## src/sv/ptwa_pkg.sv

```systemverilog
package ptwa_pkg;

  // stream payload widths
  localparam int IN_DATA_W   = 80;
  localparam int OUT_DATA_W  = 64;
  localparam int MAX_RESULTS = 16;

  // item opcodes, echoed as result kind
  localparam logic [1:0] OP_BEACON = 2'd0;
  localparam logic [1:0] OP_TICK   = 2'd1;
  localparam logic [1:0] OP_LIST   = 2'd2;

  // result status codes
  localparam logic [2:0] STAT_NEW     = 3'd0;
  localparam logic [2:0] STAT_REFRESH = 3'd1;
  localparam logic [2:0] STAT_OWN     = 3'd2;
  localparam logic [2:0] STAT_FULL    = 3'd3;
  localparam logic [2:0] STAT_NONE    = 3'd4;

  // configuration register indexes
  localparam logic [1:0] REG_OWN_IP    = 2'd0;
  localparam logic [1:0] REG_EXPIRE_MS = 2'd1;

  localparam logic [31:0] EXPIRE_RESET = 32'd15000;

  typedef enum logic [2:0] {
    ST_IDLE,
    ST_READ,
    ST_EVAL,
    ST_COMMIT,
    ST_EMIT
  } state_t;

  // one stored peer
  typedef struct packed {
    logic [31:0] ip;
    logic [15:0] port;
    logic [31:0] seen;
  } entry_t;

  // result payload, status in the lowest bits
  function automatic logic [OUT_DATA_W-1:0] pack_result(
    input logic [2:0]  status,
    input logic [3:0]  slot,
    input logic [31:0] ip,
    input logic [15:0] port,
    input logic        present,
    input logic [4:0]  expired
  );
    pack_result = {3'b000, expired, present, port, ip, slot, status};
  endfunction

endpackage

```

## src/sv/ptwa_store.sv

```systemverilog
module ptwa_store #(
  parameter int ENTRIES = 16
) (
  input  logic                               clk,
  input  logic                               rst,
  input  logic [((ENTRIES>1)?$clog2(ENTRIES):1)-1:0] rd_idx,
  output ptwa_pkg::entry_t                   rd_entry,
  input  logic                               wr_en,
  input  logic [((ENTRIES>1)?$clog2(ENTRIES):1)-1:0] wr_idx,
  input  ptwa_pkg::entry_t                   wr_entry,
  input  logic [ENTRIES-1:0]                 clr_mask,
  output logic [ENTRIES-1:0]                 used
);

  localparam int IW = (ENTRIES > 1) ? $clog2(ENTRIES) : 1;

  ptwa_pkg::entry_t mem [ENTRIES];
  logic [ENTRIES-1:0] set_vec;

  // entry memory, one write and one registered read per cycle
  always_ff @(posedge clk) begin
    if (wr_en) begin
      mem[wr_idx] <= wr_entry;
    end
    rd_entry <= mem[rd_idx];
  end

  // one-hot of the written slot
  always_comb begin
    for (int j = 0; j < ENTRIES; j++) begin
      set_vec[j] = wr_en && (wr_idx == IW'(j));
    end
  end

  // used flags, cleared at reset
  always_ff @(posedge clk) begin
    if (rst) begin
      used <= '0;
    end else begin
      used <= (used & ~clr_mask) | set_vec;
    end
  end

endmodule

```

## src/sv/peer_table_with_aging.sv

```systemverilog
// a beacon or tick reads and evaluates every slot in turn, then passes through commit and emit to its result
// one item at a time: the input is held (tready low) until the sequencer is back in idle
// a list reads and evaluates each slot it scans, and waits in evaluate while the output is stalled
// each entry is read through the registered read port of the entry memory, so each slot needs a read step
// an empty list or an unused opcode goes straight to the emit step and presents its result from there
// reset (synchronous, active high) empties the table and loads own_ip 0, expire_ms 15000
module peer_table_with_aging #(
  parameter int ENTRIES = 16
) (
  input  logic        clk,
  input  logic        rst,
  // configuration writes
  input  logic        cfg_valid,
  output logic        cfg_ready,
  input  logic [1:0]  cfg_index,
  input  logic [31:0] cfg_data,
  // input items
  input  logic        s_axis_tvalid,
  output logic        s_axis_tready,
  input  logic [79:0] s_axis_tdata,  // now_ms, source_ip, source_port
  input  logic [1:0]  s_axis_tuser,  // opcode
  // results
  output logic        m_axis_tvalid,
  input  logic        m_axis_tready,
  output logic [63:0] m_axis_tdata,  // status, slot, entry_ip, entry_port, entry_present,
                                     // expired_count, zero fill
  output logic [1:0]  m_axis_tuser,  // kind
  output logic        m_axis_tlast
);

  localparam int IW = (ENTRIES > 1) ? $clog2(ENTRIES) : 1;
  localparam int CW = $clog2(ENTRIES + 1);
  localparam logic [IW-1:0] LAST_IDX = IW'(ENTRIES - 1);
  localparam logic [3:0] LIST_LAST_CNT = 4'(ptwa_pkg::MAX_RESULTS - 1);

  ptwa_pkg::state_t state, state_next;

  logic [31:0] own_ip;
  logic [31:0] expire_ms;

  // latched item
  logic [1:0]  op;
  logic [31:0] now;
  logic [31:0] sip;
  logic [15:0] sport;
  logic        own_hit;

  // scan state
  logic [IW-1:0]      idx;
  logic [IW-1:0]      pick;
  logic               pick_valid;
  logic               matched;
  logic [ENTRIES-1:0] exp_vec;
  logic [CW-1:0]      exp_cnt;
  logic [3:0]         list_cnt;
  logic [63:0]        res_data;

  ptwa_pkg::entry_t   rd_entry;
  ptwa_pkg::entry_t   wr_entry;
  logic               wr_en;
  logic [ENTRIES-1:0] clr_mask;
  logic [ENTRIES-1:0] used;

  logic               take_in;
  logic               out_free;
  logic               emit_list;
  logic               emit_res;
  logic               advance;
  logic [31:0]        age;
  logic               is_old;
  logic               ip_hit;
  logic [ENTRIES-1:0] above_mask;
  logic [ENTRIES-1:0] keep_mask;
  logic               later_used;
  logic               last_list;
  logic [3:0]         idx_slot;
  logic [3:0]         pick_slot;
  logic [IW+3:0]      idx_ext;
  logic [IW+3:0]      pick_ext;
  logic [CW-1:0]      cnt_adj;
  logic [CW+4:0]      cnt_ext;
  logic [2:0]         beacon_status;

  ptwa_store #(
    .ENTRIES (ENTRIES)
  ) u_store (
    .clk                 (clk),
    .rst                 (rst),
    .rd_idx              (idx),
    .rd_entry            (rd_entry),
    .wr_en               (wr_en),
    .wr_idx              (pick),
    .wr_entry            (wr_entry),
    .clr_mask            (clr_mask),
    .used                (used)
  );

  assign cfg_ready     = 1'b1;
  assign s_axis_tready = (state == ptwa_pkg::ST_IDLE);
  assign take_in       = s_axis_tvalid && s_axis_tready;
  assign out_free      = !m_axis_tvalid || m_axis_tready;

  // shared compare unit: age test and address match on the entry just read
  assign age    = now - rd_entry.seen;
  assign is_old = used[idx] && (age > expire_ms);
  assign ip_hit = used[idx] && (rd_entry.ip == sip);

  // masks over the slot vector
  always_comb begin
    for (int j = 0; j < ENTRIES; j++) begin
      above_mask[j] = (IW'(j) > idx);
      keep_mask[j]  = matched && (pick == IW'(j));
    end
  end

  assign later_used = |(used & above_mask);
  assign last_list  = (list_cnt == LIST_LAST_CNT) || !later_used;

  // slot field carries the low four bits of the index
  assign idx_ext   = {4'b0000, idx};
  assign pick_ext  = {4'b0000, pick};
  assign idx_slot  = idx_ext[3:0];
  assign pick_slot = pick_ext[3:0];

  // refreshed entry was counted as old before it was rewritten
  assign cnt_adj = exp_cnt - CW'(matched && exp_vec[pick]);
  assign cnt_ext = {5'b00000, cnt_adj};

  always_comb begin
    priority if (own_hit) begin
      beacon_status = ptwa_pkg::STAT_OWN;
    end else if (!pick_valid) begin
      beacon_status = ptwa_pkg::STAT_FULL;
    end else if (matched) begin
      beacon_status = ptwa_pkg::STAT_REFRESH;
    end else begin
      beacon_status = ptwa_pkg::STAT_NEW;
    end
  end

  // next state
  always_comb begin
    state_next = state;
    unique case (state)
      ptwa_pkg::ST_IDLE: begin
        if (take_in) begin
          unique case (s_axis_tuser)
            ptwa_pkg::OP_BEACON,
            ptwa_pkg::OP_TICK: state_next = ptwa_pkg::ST_READ;
            ptwa_pkg::OP_LIST: state_next = (used == '0) ? ptwa_pkg::ST_EMIT
                                                         : ptwa_pkg::ST_READ;
            default:           state_next = ptwa_pkg::ST_EMIT;
          endcase
        end
      end
      ptwa_pkg::ST_READ: state_next = ptwa_pkg::ST_EVAL;
      ptwa_pkg::ST_EVAL: begin
        if (op == ptwa_pkg::OP_LIST) begin
          if (used[idx]) begin
            if (out_free) begin
              state_next = last_list ? ptwa_pkg::ST_IDLE : ptwa_pkg::ST_READ;
            end
          end else begin
            state_next = (idx == LAST_IDX) ? ptwa_pkg::ST_IDLE : ptwa_pkg::ST_READ;
          end
        end else begin
          state_next = (idx == LAST_IDX) ? ptwa_pkg::ST_COMMIT : ptwa_pkg::ST_READ;
        end
      end
      ptwa_pkg::ST_COMMIT: state_next = ptwa_pkg::ST_EMIT;
      ptwa_pkg::ST_EMIT: begin
        if (out_free) begin
          state_next = ptwa_pkg::ST_IDLE;
        end
      end
      default: state_next = ptwa_pkg::ST_IDLE;
    endcase
  end

  // control outputs of the sequencer
  always_comb begin
    emit_list     = (state == ptwa_pkg::ST_EVAL) && (op == ptwa_pkg::OP_LIST)
                    && used[idx] && out_free;
    emit_res      = (state == ptwa_pkg::ST_EMIT) && out_free;
    advance       = (state == ptwa_pkg::ST_EVAL) && (state_next == ptwa_pkg::ST_READ);
    wr_en         = (state == ptwa_pkg::ST_COMMIT) && (op == ptwa_pkg::OP_BEACON)
                    && !own_hit && pick_valid;
    clr_mask      = (state == ptwa_pkg::ST_COMMIT) ? (exp_vec & ~keep_mask) : '0;
    wr_entry.ip   = sip;
    wr_entry.port = sport;
    wr_entry.seen = now;
  end

  // control registers and configuration
  always_ff @(posedge clk) begin
    if (rst) begin
      state         <= ptwa_pkg::ST_IDLE;
      own_ip        <= '0;
      expire_ms     <= ptwa_pkg::EXPIRE_RESET;
      m_axis_tvalid <= 1'b0;
    end else begin
      state <= state_next;
      if (cfg_valid && cfg_ready) begin
        if (cfg_index == ptwa_pkg::REG_OWN_IP) begin
          own_ip <= cfg_data;
        end
        if (cfg_index == ptwa_pkg::REG_EXPIRE_MS) begin
          expire_ms <= cfg_data;
        end
      end
      if (emit_list || emit_res) begin
        m_axis_tvalid <= 1'b1;
      end else if (m_axis_tready) begin
        m_axis_tvalid <= 1'b0;
      end
    end
  end

  // item, scan and result registers
  always_ff @(posedge clk) begin
    if (take_in) begin
      op         <= s_axis_tuser;
      now        <= s_axis_tdata[31:0];
      sip        <= s_axis_tdata[63:32];
      sport      <= s_axis_tdata[79:64];
      own_hit    <= (s_axis_tdata[63:32] == own_ip);
      idx        <= '0;
      pick       <= '0;
      pick_valid <= 1'b0;
      matched    <= 1'b0;
      exp_vec    <= '0;
      exp_cnt    <= '0;
      list_cnt   <= '0;
      res_data   <= ptwa_pkg::pack_result(ptwa_pkg::STAT_NONE, 4'd0, 32'd0, 16'd0,
                                          1'b0, 5'd0);
    end
    // sweep and match on the entry read; a dropped beacon only sweeps
    if ((state == ptwa_pkg::ST_EVAL) && (op != ptwa_pkg::OP_LIST)) begin
      if (is_old) begin
        exp_vec[idx] <= 1'b1;
        exp_cnt      <= exp_cnt + CW'(1);
      end
      if ((op == ptwa_pkg::OP_BEACON) && !own_hit && !matched) begin
        if (ip_hit) begin
          pick       <= idx;
          pick_valid <= 1'b1;
          matched    <= 1'b1;
        end else if (!used[idx] && !pick_valid) begin
          pick       <= idx;
          pick_valid <= 1'b1;
        end
      end
    end
    if (advance) begin
      idx <= idx + IW'(1);
    end
    if (emit_list) begin
      list_cnt <= list_cnt + 4'd1;
    end
    if (state == ptwa_pkg::ST_COMMIT) begin
      res_data <= ptwa_pkg::pack_result(
        (op == ptwa_pkg::OP_BEACON) ? beacon_status : ptwa_pkg::STAT_NONE,
        wr_en ? pick_slot : 4'd0, 32'd0, 16'd0, 1'b0, cnt_ext[4:0]);
    end
    // output register
    if (emit_list) begin
      m_axis_tdata <= ptwa_pkg::pack_result(ptwa_pkg::STAT_NONE, idx_slot, rd_entry.ip,
                                            rd_entry.port, 1'b1, 5'd0);
      m_axis_tuser <= op;
      m_axis_tlast <= last_list;
    end else if (emit_res) begin
      m_axis_tdata <= res_data;
      m_axis_tuser <= op;
      m_axis_tlast <= 1'b1;
    end
  end

  // the commit step always hands a result to the emit step
  a_commit_emit: assert property (@(posedge clk) disable iff (rst)
    state == ptwa_pkg::ST_COMMIT |=> state == ptwa_pkg::ST_EMIT)
    else $error("commit not followed by emit");

  // the running sweep count matches the marked entries
  a_sweep_count: assert property (@(posedge clk) disable iff (rst)
    ((state == ptwa_pkg::ST_READ) || (state == ptwa_pkg::ST_EVAL))
    && ((op == ptwa_pkg::OP_BEACON) || (op == ptwa_pkg::OP_TICK))
    |-> (exp_cnt == CW'($countones(exp_vec))))
    else $error("sweep count out of step with marked entries");

  // only used entries are freed
  a_clear_used: assert property (@(posedge clk) disable iff (rst)
    state == ptwa_pkg::ST_COMMIT |-> ((exp_vec & ~used) == '0))
    else $error("sweep frees an entry that is not used");

  // a new entry lands in a free slot
  a_new_free: assert property (@(posedge clk) disable iff (rst)
    (state == ptwa_pkg::ST_COMMIT) && pick_valid && !matched |-> !used[pick])
    else $error("new entry overwrites a used slot");

endmodule

```

## config.mk

```make
export PLATFORM = sky130hd
export DESIGN_NAME = peer_table_with_aging
export DESIGN_NICKNAME = d
export VERILOG_FILES = /design/src/sv/ptwa_pkg.sv /design/src/sv/ptwa_store.sv /design/src/sv/peer_table_with_aging.sv
export SDC_FILE = /design/constraint.sdc
export NUM_CORES = 2
export LEC_CHECK = 0
export BUFFER_PORTS_ARGS = -buffer_cell sky130_fd_sc_hd__buf_2
export CAP_MARGIN = 20
export CORE_MARGIN = 5
export CORE_UTILIZATION = 60
export CTS_CLUSTER_DIAMETER = 100
export DETAILED_ROUTE_END_ITERATION = 10
export PLACE_DENSITY = 0.73
export SETUP_SLACK_MARGIN = 0.2
export SYNTH_ARGS = -nofsm -noshare
export SYNTH_HDL_FRONTEND = slang
export SYNTH_SLANG_ARGS = --single-unit
export TNS_END_PERCENT = 1
```

## constraint.sdc

```tcl
create_clock -name clk -period 13.4 [get_ports clk]
set_clock_uncertainty 0.2 [all_clocks]
set_input_delay 0 -clock clk [delete_from_list [all_inputs] [get_ports clk]]
set_output_delay 0 -clock clk [all_outputs]
set_load 0.03 [all_outputs]
```

==> summary.md <==
| Metric | Value |
|---|---|
| Final hold vios | `0` |
| NumNets Final | `4367` |
| Synth Register Bits | `1638` |
| CP startpoint kind | `register` |
| Final setup TNS | `0 ns` |
| Post-Layout Cell Count | `5706` |
| Crit path largest cell delay | `0.95 ns` |
| CP arrival | `6.47 ns` |
| Clock buffer depth | `3` |
| Met1 Track Usage GR | `0.400` |
| # H-tree levels | `4` |
| DR pass1 iterations | `6` |
| Core Region | `105000 um^2` |
| FF-to-FF Start | `now[0]$_DFFE_PP_` |
| First-iteration detailed-routing DRC count | `around 4200` |
| Placer congestion estimate | `0.928` |
| Worst slew pin tran | `1.18 ns` |
| Status | `finished clean` |
| Sw power | `2940 uW` |
| Final setup fails | `0` |
| Placed cells | `roughly 5200` |
| Area grow syn2layout | `15.9%` |
| Met2 Track Usage GR | `0.451` |
| Residual DRC count | `0` |
| CP delay by family, top | `compound AO/OA/AOI/OAI gates` |
| Worst path bufs/invs | `3` |
| Post-route clock period utilization | `0.447` |
| Post-synth top area cell | `edfxtp_1` |
| Terminus of the critical flop-to-flop path | `exp_cnt[2]$_DFF_P_` |
| Final Max Slew Viols | `0` |
| Wire per inst | `28.3 um` |
| Setup Buffers After CTS | `0` |
| Cells resized by post-CTS repair | `0` |
| Ys flop type | `edfxtp_1` |
| CTS tree | `done` |
| Setup crit start | `now[0]$_DFFE_PP_` |
| Row count | `119` |
| Remaining antenna violation count after routing | `0` |
| R2R depth | `22` |
| Worst Hold Path EP | `state[2]$_SDFF_PP0_` |
| Die H | `336 um` |
| Reg2Reg Setup Slack | `7.41 ns` |
| Worst Setup End Kind | `register` |
| Commonest cells in the netlist | `edfxtp_1 (1438), mux2i_1 (324), a21oi_1 (200), dfxtp_1 (200), nand2_1 (187)` |
| Most Crowded Layer GR | `met2` |
| Netlist cell types | `70` |
| Pwr dens | `160 nW/um^2` |
| P_leak | `0.0250 uW` |
| Horiz. Die Dim | `336 um` |
| Hold crit path type | `input port to register` |
| Slowest cell on the critical path | `a2111oi_0` |
| IO buf count | `186` |
| Largest net degree at the start of global routing | `134` |
| Register area share after synthesis | `0.741` |
| Post-DP HPWL | `between 80000 and 90000 um` |
| Syn Std Cell Area | `63700 um^2` |
| Total clock sinks | `1638` |
| Total global-route track usage | `0.285` |
| RSZ-0062 raised after global routing | `no` |
| Cells after Synth | `3713` |
| Power share of the sequential group | `0.499` |
| Net Sw Frac | `0.249` |
| Area of the multi-input gates | `15600 um^2` |
| Grt ovf | `0` |
| First-pass GRT wire length | `~230000 um` |
| Initial antenna violation count | `6` |
| Routed WL | `161000 um` |
| Layout cells sized above 1 | `0.157` |
| Via Count | `36300` |
| Vias in the first global route | `35900` |
| Clk pwr share | `0.372` |
| Num CTS Buffers | `160` |
| Min-delay src | `rst` |
| Worst Path Required | `13.87 ns` |
| Max Cap Viol | `0` |
| Synth area leaders | `edfxtp_1 (68%), dfxtp_1 (6.3%), mux4_2 (6.0%)` |
| Initial Util | `0.604` |
| Crit path cell chain | `inv_1 > ha_1 > inv_1 > fa_1 > a211oi_1 > o21a_1 > o21ai_1 > a31o_2 > and2_1 > a21oi_2 > nor4b_1 > a311o_1 > ha_1 > a31oi_1 > nor2b_1 > o211ai_1 > a21oi_1 > a2111oi_0 > a31oi_2 > buf_4 > a21bo_1 > a21oi_1` |
| Hold path depth | `3` |
| Synthesis warning total | `0` |
| Max frequency | `167 MHz` |
| Worst-path clk slew | `0.06 ns` |
| # fillers | `~6600` |
| Clk Latency, worst-skew pair | `0.77 ns` |
| Root Driver | `clkbuf_16` |
| Post-layout util | `0.700` |
| Logic pwr share | `0.129` |
| Via density | `6.35` |
| Max-slew headroom | `0.210` |
| CTS Hold Bufs | `242` |
| Worst VDD drop | `around 170 uV` |
| Type of the worst setup path | `register to register` |
| Post-synth ARST share | `0` |
| EDFF count, synth | `1438` |
| Setup WS pre-CTS | `7.60 ns` |
| Yosys top cell area share | `0.678` |
| Clock period minus worst slack | `5.99 ns` |
| Avg Cell Area, Syn | `17.1 um^2` |
| CP max FO | `21` |
| Ports | `191` |
| Int Pwr | `8870 uW` |
| Die ar. | `113000 um^2` |
| Grt met3 use | `0.0693` |
| Final WS setup | `7.41 ns` |
| FF+latch area | `47200 um^2` |
| Most common cell in the synthesized netlist | `edfxtp_1` |
-- through the flow --
stage / total power, uW / area [um^2] / hold slack [ns]
floorplan: 6980 / 63700 / -0.124
global placement: 7420 / 66200 / -0.0236
detailed placement: 7440 / 66200 / -0.0216
CTS: 11800 / 73800 / 0.111
global route: 12200 / 73800 / 0.199
finish: 11800 / 73800 / 0.169
-- worst register-to-register path: cells and delay by family, from the launching register on --
kind	cells	cell delay, ns
AO/OA/AOI/OAI	13	3.40
adder cells (fa/ha/maj)	3	0.91
flip-flops	1	0.59
buffers and inverters	3	0.46
AND/OR/NAND/NOR	3	0.35
-- logic make-up after synthesis --
group	after synthesis	synth area share
mux	494	0.111
other cells	2	0.000118
xor+xnor	96	0.0132
fa+ha+maj	73	0.0144
compound gates	589	0.0631
flops	1638	0.741
simple gates	553	0.0398
buf+inv	268	0.0172
-- how the worst max path moves through the flow --
stage,to,depth (start not counted),slack [ns]
floorplan,u_store.mem[12][0]$_DFFE_PP_,6,7.74
global placement,exp_cnt[2]$_DFF_P_,22,7.60
detailed placement,exp_vec[12]$_DFF_P_,21,7.60
CTS,exp_cnt[2]$_DFF_P_,22,7.53
global route,exp_cnt[2]$_DFF_P_,22,7.13
finish,exp_cnt[2]$_DFF_P_,22,7.41
-- layer usage --
layer | routed length [um] | vias up
met2 | 76300 | 1908
li1 | - | 15600
met5 | 0 | -
met4 | 5240 | 0
met1 | 63200 | 18400
met3 | 16600 | 336
-- power by group through the flow --
| stage | Sequential (uW) | Combinational [uW] | Clock, uW |
|---|---|---|---|
| floorplan | 5960 | 1020 | 0 |
| global placement | 5990 | 1430 | 0 |
| detailed placement | 6000 | 1450 | 0 |
| CTS | 5890 | 1510 | 4440 |
| global route | 5910 | 1650 | 4680 |
| finish | 5890 | 1520 | 4400 |
-- sequential cells by signal, indices dropped and copies added (netlist names), 2 cells and up --
register and flops:
exp_cnt 5, exp_vec 16, expire_ms 32, idx 4, list_cnt 4, m_axis_tdata 61, m_axis_tuser 2, now 32
op 2, own_ip 32, pick 4, res_data 12, sip 32, sport 16, state 3, u_store.mem 1280
u_store.rd_entry 80, u_store.used 16
-- cell type report --
cell class,count,share of cell area
flip-flops and latches,1638,0.639
clock buffers,214,0.0591
repair buffers,487,0.0525
clock inverters,86,0.0107
well taps,1391,0.0236
inverters,78,0.00407
diodes,3,0.000102
multi-input cells,1809,0.211
-- cell usage in the layout (no fill, tap or decap), drive strengths merged, types with 20 or more instances in the layout --
master,Yosys,final
nand2,188,188
a21o,22,22
a21oi,202,202
and2,57,57
nor2,182,182
o22ai,83,83
ha,71,71
clkbuf,119,214
clkinv,1,64
buf,71,245
mux2i,324,324
xnor2,25,25
xor2,71,71
o21ai,31,31
nor2b,21,21
o221ai,161,161
edfxtp,1438,1438
o211ai,20,20
dlygate4sd3,0,242
mux4,170,170
dfxtp,200,200
nor4,21,21
inv,77,84
Power figures use the tool's default switching activity.
